==> src/rtl/rmq_pkg.sv <==
// Shared types and constants for the rotation matrix to quaternion core.
`default_nettype none
package rmq_pkg;
   localparam int ELEM_WIDTH_DEF = 16;
   localparam int FRAC_BITS_DEF  = 14;
   localparam int MAG_W          = 30;
   localparam int SQ_W           = 2 * MAG_W;
   localparam int SUM_W          = SQ_W + 2;
   localparam int ROOT_W         = SUM_W / 2;

   typedef logic [3:0][MAG_W-1:0] mag4_type;

   typedef struct packed {
      logic [3:0] neg;
      logic       degen;
   } side_type;
endpackage
`default_nettype wire

==> src/rtl/rmq_front.sv <==
// Branch selection, magnitudes and left-justifying normalization pipeline.
`default_nettype none
module rmq_front #(
   parameter int ELEM_WIDTH = rmq_pkg::ELEM_WIDTH_DEF,
   parameter int FRAC_BITS  = rmq_pkg::FRAC_BITS_DEF
) (
   input  logic                         clock,
   input  logic                         reset,
   input  logic                         in_valid,
   input  logic signed [ELEM_WIDTH-1:0] e00,
   input  logic signed [ELEM_WIDTH-1:0] e01,
   input  logic signed [ELEM_WIDTH-1:0] e02,
   input  logic signed [ELEM_WIDTH-1:0] e10,
   input  logic signed [ELEM_WIDTH-1:0] e11,
   input  logic signed [ELEM_WIDTH-1:0] e12,
   input  logic signed [ELEM_WIDTH-1:0] e20,
   input  logic signed [ELEM_WIDTH-1:0] e21,
   input  logic signed [ELEM_WIDTH-1:0] e22,
   output logic                         out_valid,
   output rmq_pkg::mag4_type            out_mag,
   output rmq_pkg::side_type            out_side
);
   localparam int VW    = ((ELEM_WIDTH > FRAC_BITS + 1) ? ELEM_WIDTH : FRAC_BITS + 1) + 3;
   localparam int NW    = (VW - 1 > rmq_pkg::MAG_W) ? VW - 1 : rmq_pkg::MAG_W;
   localparam int NSTEP = $clog2(NW);
   localparam logic signed [VW-1:0] ONE_V = VW'(64'd1 << FRAC_BITS);

   typedef enum logic [1:0] {BR_TRACE, BR_X, BR_Y, BR_Z} branch_type;

   logic signed [VW-1:0] a00, a01, a02, a10, a11, a12, a20, a21, a22, tr;
   assign a00 = VW'(e00);
   assign a01 = VW'(e01);
   assign a02 = VW'(e02);
   assign a10 = VW'(e10);
   assign a11 = VW'(e11);
   assign a12 = VW'(e12);
   assign a20 = VW'(e20);
   assign a21 = VW'(e21);
   assign a22 = VW'(e22);
   assign tr  = a00 + a11 + a22;

   // stage 1: sums, differences, branch choice
   logic                 s1_valid_ff;
   branch_type           br_ff, br_in;
   logic signed [VW-1:0] d0_ff, d1_ff, d2_ff, s0_ff, s1_ff, s2_ff;
   logic signed [VW-1:0] tt_ff [0:3];

   always_comb begin
      priority if (tr > 0)                    br_in = BR_TRACE;
      else if ((a00 > a11) && (a00 > a22))    br_in = BR_X;
      else if (a11 > a22)                     br_in = BR_Y;
      else                                    br_in = BR_Z;
   end

   always_ff @(posedge clock) begin
      br_ff    <= br_in;
      d0_ff    <= a12 - a21;
      d1_ff    <= a20 - a02;
      d2_ff    <= a01 - a10;
      s0_ff    <= a10 + a01;
      s1_ff    <= a20 + a02;
      s2_ff    <= a21 + a12;
      tt_ff[0] <= ONE_V + tr;
      tt_ff[1] <= ONE_V + a00 - a11 - a22;
      tt_ff[2] <= ONE_V + a11 - a00 - a22;
      tt_ff[3] <= ONE_V + a22 - a11 - a00;
   end

   // stage 2: pick the branch vector, split sign and magnitude
   logic signed [VW-1:0] v [0:3];
   logic signed [VW-1:0] t;
   logic signed [VW-1:0] mg [0:3];
   logic [NW-1:0]        nrm_ff [0:NSTEP][0:3];
   logic [NW-1:0]        nrm_in [1:NSTEP][0:3];
   rmq_pkg::side_type    side_ff [0:NSTEP];
   rmq_pkg::side_type    side0_in;
   logic [NSTEP:0]       vld_ff;

   always_comb begin
      unique case (br_ff)
         BR_TRACE: begin
            v[0] = d0_ff; v[1] = d1_ff; v[2] = d2_ff; v[3] = tt_ff[0]; t = tt_ff[0];
         end
         BR_X: begin
            v[0] = tt_ff[1]; v[1] = s0_ff; v[2] = s1_ff; v[3] = d0_ff; t = tt_ff[1];
         end
         BR_Y: begin
            v[0] = s0_ff; v[1] = tt_ff[2]; v[2] = s2_ff; v[3] = d1_ff; t = tt_ff[2];
         end
         BR_Z: begin
            v[0] = s1_ff; v[1] = s2_ff; v[2] = tt_ff[3]; v[3] = d2_ff; t = tt_ff[3];
         end
      endcase
      for (int i = 0; i < 4; i++) begin
         side0_in.neg[i] = v[i][VW-1];
         mg[i]           = v[i][VW-1] ? -v[i] : v[i];
      end
      side0_in.degen = t[VW-1] || (t == '0);
   end

   always_ff @(posedge clock) begin
      for (int i = 0; i < 4; i++) nrm_ff[0][i] <= NW'(mg[i][VW-2:0]);
      side_ff[0] <= side0_in;
   end

   // stages 3..: shift all four left by halving amounts until the top bit is set
   for (genvar k = 0; k < NSTEP; k++) begin : g_norm
      localparam int SH = 1 << (NSTEP - 1 - k);
      logic [NW-1:0] orv;
      logic          hit;
      always_comb begin
         orv = '0;
         for (int i = 0; i < 4; i++) orv = orv | nrm_ff[k][i];
         hit = (orv[NW-1 -: SH] == '0);
         for (int i = 0; i < 4; i++) nrm_in[k+1][i] = hit ? (nrm_ff[k][i] << SH) : nrm_ff[k][i];
      end
      always_ff @(posedge clock) begin
         for (int i = 0; i < 4; i++) nrm_ff[k+1][i] <= nrm_in[k+1][i];
         side_ff[k+1] <= side_ff[k];
      end
   end

   always_ff @(posedge clock) begin
      if (reset) begin
         s1_valid_ff <= 1'b0;
         vld_ff      <= '0;
      end else begin
         s1_valid_ff <= in_valid;
         vld_ff      <= {vld_ff[NSTEP-1:0], s1_valid_ff};
      end
   end

   assign out_valid = vld_ff[NSTEP];
   assign out_side  = side_ff[NSTEP];
   always_comb begin
      for (int i = 0; i < 4; i++) out_mag[i] = nrm_ff[NSTEP][i][NW-1 -: rmq_pkg::MAG_W];
   end
endmodule
`default_nettype wire

==> config.mk <==
export PLATFORM = sky130hd
export DESIGN_NAME = rmq_front
export DESIGN_NICKNAME = d
export VERILOG_FILES = /design/src/rtl/rmq_pkg.sv /design/src/rtl/rmq_front.sv
export SDC_FILE = /design/constraint.sdc
export NUM_CORES = 2
export LEC_CHECK = 0
export BUFFER_PORTS_ARGS = -buffer_cell sky130_fd_sc_hd__buf_2
export CORE_ASPECT_RATIO = 1.1
export CORE_MARGIN = 2
export CORE_UTILIZATION = 30
export DETAILED_ROUTE_END_ITERATION = 16
export PLACE_DENSITY = 0.52
export SLEW_MARGIN = 40
export SYNTH_ARGS = -nofsm -noshare
export SYNTH_HDL_FRONTEND = slang
export SYNTH_SLANG_ARGS = --single-unit
==> constraint.sdc <==
create_clock -name clock -period 4.55 [get_ports clock]
set_input_delay 0.6825 -clock clock [delete_from_list [all_inputs] [get_ports clock]]
set_output_delay 0.6825 -clock clock [all_outputs]
set_load 0.01 [all_outputs]
### After elaboration in Yosys (flattened, before gate mapping)

Memories as Yosys holds them, arrays and structs flattened.
Index checks and enable logic that the tools add are counted.

| word-level totals | value |
|---|---|
| register bits after elaboration | 111 |
| RAM bits | 826 |
| bits of input ports | 147 |
| output and inout port bits | 126 |
| word-level logic and storage cells | 94 |
| memories | 3 |

Memories:

| name | depth | bits a word | read ports | clocked after memory_dff | write ports | RTL line | source |
|---|---|---|---|---|---|---|---|
| nrm_ff | 6 | 120 | 6 | 0 | 6 | rmq_front.sv:73 | `logic [NW-1:0] nrm_ff [0:NSTEP][0:3];` |
| tt_ff | 4 | 19 | 4 | 0 | 4 | rmq_front.sv:46 | `logic signed [VW-1:0] tt_ff [0:3];` |
| side_ff | 6 | 5 | 6 | 0 | 6 | rmq_front.sv:75 | `rmq_pkg::side_type side_ff [0:NSTEP];` |

| operators by class | value |
|---|---|
| add/subtract/negate cells | 22 |
| magnitude comparators | 4 |
| eq/ne operators | 3 |
| mux-type cells | 28 |
| bitwise operators | 15 |
| reduce and logical (&&, ||, !) cells | 9 |

Operators by type and width:

| kind | count |
|---|---|
| two-way mux 30 bit | 20 |
| OR 30 bit | 15 |
| case mux 76 bit (4 select lines) | 1 |
| case mux 19 bit (4 select lines) | 1 |
| two-way mux 18 bit | 4 |
| negation 18 bit | 4 |
| adder 16 x 16 -> 17 bit | 4 |
| subtractor 18 x 16 -> 19 bit | 3 |
| subtractor 17 x 16 -> 18 bit | 3 |
| adder 16 x 16 -> 17 bit, first input constant | 3 |
| subtractor 16 x 16 -> 17 bit | 3 |
| > comparator 16 bit | 3 |
| adder 16 x 18 -> 19 bit, first input constant | 1 |
| zero test 19 bit | 1 |
| adder 17 x 16 -> 18 bit | 1 |
| > comparator 18 x 1 -> 1 bit, second input constant | 1 |
| zero test 16 bit | 1 |
| zero test 8 bit | 1 |
| equality test 2 bit, second input constant | 2 |
| zero test 2 bit | 2 |
| zero test 4 bit | 1 |
| equality test 2 x 1 -> 1 bit, second input constant | 1 |
| two-way mux 1 bit | 2 |
| OR reduction 2 bit | 1 |
| other kinds (2) | 2 |

### Depth between registers and ports, before layout

An unclocked memory read counts as a cell.

| depth | value |
|---|---|
| depth after elaboration | 6 |
| depth in mapped cells | 21 |
| depth with buffers taken out | 21 |

### Least setup slack after synthesis

Ideal clock, no wire load.

| timing | value |
|---|---|
| path type | input-to-reg |
| from | input port e00[1] |
| to | register br_ff[0] |
| setup time | 0.078 ns |
| arrival time | 4.861 ns |
| data required time | 4.472 ns |
| path slack | -0.389 ns |
| stages on the path | 19 |
| path buffers | 0 |
| path through | fa_1 > ha_1 > inv_1 > fa_1 > nor2b_4 > o31ai_1 > a21oi_1 > a311o_1 > a21o_1 > a211oi_1 > nor2_1 > inv_1 > ha_1 > nand4b_1 > a2111o_1 > or4_1 > or4_1 > or4_1 > a32oi_1 |

| on the way | value |
|---|---|
| longest elaborated chain between the ends | 3 |
| elaborated cells between the ends (all ways) | 7 |
| those cells by class | add/sub: 2; order compare: 3; mux: 1; reduce/logical: 1 |

RTL lines:

| what | RTL line | source |
|---|---|---|
| from (decl) | rmq_front.sv:10 | `input logic signed [ELEM_WIDTH-1:0] e00,` |
| adder 16 x 16 -> 17 bit or > comparator 16 bit (tied branches) | rmq_front.sv:40, rmq_front.sv:50 |  |
| adder 17 x 16 -> 18 bit or logical AND 1 bit (tied branches) | rmq_front.sv:40, rmq_front.sv:50 |  |
| > comparator 18 x 1 -> 1 bit or two-way mux 1 bit (tied branches) | rmq_front.sv:49, rmq_front.sv:50 |  |
| to (signal assigned) | rmq_front.sv:56 | `br_ff <= br_in;` |
| to (decl) | rmq_front.sv:44 | `branch_type br_ff, br_in;` |

Parallel ways exist; a longest one is shown, timed or not.
A chain may end at the register's enable or synchronous reset.

### Worst setup path after layout

| timing | value |
|---|---|
| from | input port e00[11] |
| to | register br_ff[0] |

Same word-level chain as after synthesis.

==> impl_metrics.env <==
export IMPL_outcome="complete, but fails checks"
export IMPL_failed_checks="setup timing"
export IMPL_remaining_drc_errors=0
export IMPL_drt_iter0_drc=1431
export IMPL_fin_ws_ps=-30.2
export IMPL_timing_hold_violations_final=0
export IMPL_timing_hold_worst_start="in_valid"
export IMPL_gr_layer_usage_met3=0.0255
export IMPL_syn_area_per_cell_um2=10.1
export IMPL_clock_tree_buffer_depth=3
export IMPL_yosys_area_top_type="sky130_fd_sc_hd__dfxtp_1"
export IMPL_layout_min_cycle_time_ps=4580
export IMPL_rows=139
export IMPL_cts_htree_levels=3
export IMPL_die_h_um=384
export IMPL_area_growth_pct=16.2
export IMPL_clock_latency_ps=690
export IMPL_initial_utilization=0.302
export IMPL_post_place_cells=5710
export IMPL_synth_seq_area_share=0.449
export IMPL_total_power_mw=28.4
export IMPL_min_path_type="in -> reg"
export IMPL_yosysWarningCount=0
export IMPL_netlist_area_um2=39300
export IMPL_route_final_wire_length_mm=110
export IMPL_grt_setup_unrepaired="true"
export IMPL_max_slew_worst_pin_slew_ps=818
export IMPL_maxSlewHeadroom=0.453
export IMPL_vdd_drop_max_mv=0.332
export IMPL_first_global_vias=26802
export IMPL_cp_cell_sequence="buf_2, fa_1, ha_4, a211o_1, and3_1, a311o_1, a21o_1, a211oi_2, nor2_1, inv_1, ha_4, nand4b_1, a2111o_1, or4_4, or4_4, or4_4, a32oi_1"
export IMPL_numPortBuffers=272
export IMPL_fillCellCount=13189
export IMPL_cts_made_buffers=95
export IMPL_synth_ff_type="sky130_fd_sc_hd__dfxtp_1"
export IMPL_crit_required_ps=5140
export IMPL_synth_nets=4422
export IMPL_use_met1=0.200
export IMPL_power_density_nw_per_um2=621
export IMPL_grtUsageMet2=0.283
export IMPL_end_kind="flop"
export IMPL_ios=273
export IMPL_crit_family="simple AND/OR/NAND/NOR gates"
export IMPL_routability_cong=0.926
export IMPL_via_count=26428
export IMPL_design_core_area_um2=130000
export IMPL_first_pass_iters=5
export IMPL_cts_num_sinks=883
export IMPL_clock_skew_ps=23.5
export IMPL_share_of_post_route_cells_with_drive_strength_above_1=0.198
export IMPL_post_synth_top_area_fraction=0.449
export IMPL_syn_inst=3896
export IMPL_postSynthRegisterBits=883
export IMPL_fin_nets=4642
export IMPL_timing_hold_ws_ps=224
export IMPL_fin_cells=5886
export IMPL_pin_count_of_the_biggest_net_entering_global_routing=98
export IMPL_placement_cell_area_um2=42400
export IMPL_critical_path_arrival_ps=5170
export IMPL_antenna_found_initial=8
export IMPL_routedWlPerCell_um=18.7
export IMPL_worstPathMaxFanout=4
export IMPL_clock_tree_from_tritoncts="yes"
export IMPL_cp_slowest_cell="sky130_fd_sc_hd__fa_1"
export IMPL_total_global_route_track_usage=0.163
export IMPL_globalRoute_busiestLayer="met2"
export IMPL_cts_hold_buf=0
export IMPL_timing_setup_critical_path_class="in -> reg"
export IMPL_netlist_top_cells_area="sky130_fd_sc_hd__dfxtp_1 45%, sky130_fd_sc_hd__ha_1 9.7%, sky130_fd_sc_hd__nand2_1 6.2%"
export IMPL_clock_fmax_mhz=218
export IMPL_synth_edf_count=0
export IMPL_grt_remaining_overflow=0
export IMPL_maxCapViolCount=0
export IMPL_hold_path_endpoint="s1_valid_ff"
export IMPL_rr_startpoint="br_ff[1]"
export IMPL_worstSetupStartpointType="input port"
export IMPL_fin_util=0.351
export IMPL_clkSlewWorstSetupHoldPaths_ps=60
export IMPL_chipWidth_um=349
export IMPL_total_leakage_power_nw=20.8
export IMPL_ys_types=81
export IMPL_rrSetupSlack_ps=1190
export IMPL_min_delay_path_depth=2
export IMPL_r2r_cells=8
export IMPL_fin_area_um2=45700
export IMPL_path_buf_inv=2
export IMPL_finalCritPeriodShare=1.01
export IMPL_report_final_setup_viol=1
export IMPL_grt_first_pass_wirelength_mm=165
export IMPL_detail_route_vias_per_cell=4.49
export IMPL_crit_path_frequent_cell="sky130_fd_sc_hd__or4_4"
export IMPL_post_dp_hpwl_mm=89.1
export IMPL_drt_antenna_violating_nets=0
export IMPL_slew_viol_final=0
export IMPL_cts_root_buffer="sky130_fd_sc_hd__clkbuf_16"
export IMPL_die_area_um2=134000
export IMPL_capture_point_of_the_worst_reg_to_reg_path="nrm_ff[0][17]"
export IMPL_delay_of_the_slowest_cell_on_the_worst_path_ps=610
export IMPL_async_flop_share=0
==> cell type report <==
type                       instances  area, µm²  share of cell area
tap                             1692       2120              0.0463
multi-input combinational       2515      19500               0.426
clock buffer                     143       2850              0.0624
sequential                       883      17700               0.387
antenna                            2       5.00            0.000110
clock inverter                    30        385             0.00843
timing repair buffer             392       2320              0.0508
inverter                         229        860              0.0188
==> power breakdown <==
group / internal (mW) / switching, mW / total [mW]
Sequential: 10.5 / 2.06 / 12.6
Clock: 4.64 / 3.20 / 7.83
Combinational: 3.76 / 4.21 / 7.97
Total: 18.9 / 9.46 / 28.4
==> worst max path at each step <==
stage                       start        to  slack, ps  cells past startpoint
final                     e00[11]  br_ff[0]        -30                     17
after global routing       e00[2]  br_ff[1]       -130                     17
after CTS                  e00[1]  br_ff[0]          7                     20
after detailed placement   e00[1]  br_ff[0]       -890                     20
after global placement     e00[1]  br_ff[0]       -830                     20
after floorplan            e00[1]  br_ff[0]       -220                     19
==> registers in the layout, summed over array words and instances (netlist names) <==
signal / flops
nrm_ff: 672
tt_ff: 73
side_ff: 30
s0_ff: 17
s1_ff: 17
s2_ff: 17
d0_ff: 16
d1_ff: 16
d2_ff: 16
vld_ff: 6
br_ff: 2
s1_valid_ff: 1
==> Yosys cell counts (all sizes together) (65+ instances only) <==
cell type / number
mux4: 65
dfxtp: 883
buf: 150
fa: 75
xnor2: 135
ha: 304
nor2: 137
a21o: 85
o21ai: 71
mux2: 170
nor2b: 76
nand2: 654
a21oi: 115
clkbuf: 119
and2: 139
inv: 228
==> placed cells by master, fill, tap and decap left out, types with 31 or more instances in the layout <==
cell type	instances
sky130_fd_sc_hd__and2_1	137
sky130_fd_sc_hd__buf_4	115
sky130_fd_sc_hd__fa_1	72
sky130_fd_sc_hd__buf_2	271
sky130_fd_sc_hd__ha_1	298
sky130_fd_sc_hd__a21oi_1	114
sky130_fd_sc_hd__nor2_1	136
sky130_fd_sc_hd__clkbuf_16	97
sky130_fd_sc_hd__nor4_1	46
sky130_fd_sc_hd__inv_1	226
sky130_fd_sc_hd__nand3_1	31
sky130_fd_sc_hd__mux4_2	65
sky130_fd_sc_hd__nor2b_1	75
sky130_fd_sc_hd__nand2_1	653
sky130_fd_sc_hd__xnor2_1	134
sky130_fd_sc_hd__nor3_1	58
sky130_fd_sc_hd__dfxtp_1	881
sky130_fd_sc_hd__xor2_1	58
sky130_fd_sc_hd__mux2_2	170
sky130_fd_sc_hd__o21ai_0	70
sky130_fd_sc_hd__a21o_1	84
==> stage by stage <==
stage	TNS (ps)	setup slack, ps
finish	-30.2	-30.2
global route	-266	-134
CTS	0	7.44
detailed placement	-1750	-894
global placement	-1640	-835
floorplan	-409	-218
==> metal layers <==
layer | vias to the layer above | share of wire
li1 | 13220 | -
met1 | 12415 | 0.44
met2 | 604 | 0.48
met3 | 181 | 0.041
met4 | 8 | 0.038
met5 | - | 0.00047
==> logic make-up after synthesis <==
family,count (synthesis),share of synthesized area
AOI/OAI and AO/OA,451,0.0775
xor gates and xnor gates,193,0.0430
adders and majority gates,379,0.135
buffers and inverters,498,0.0598
DFF,883,0.449
muxes,244,0.0882
and+or+nand+nor,1248,0.147
==> what timing repair did <==
item,CTS,global route
hold endpoints to repair,0,0
setup endpoints to repair,2,2
gates resized for setup,5,10
pin swaps,6,3
buffers inserted,0,1
Note: power is estimated with default switching activity, not from simulation.
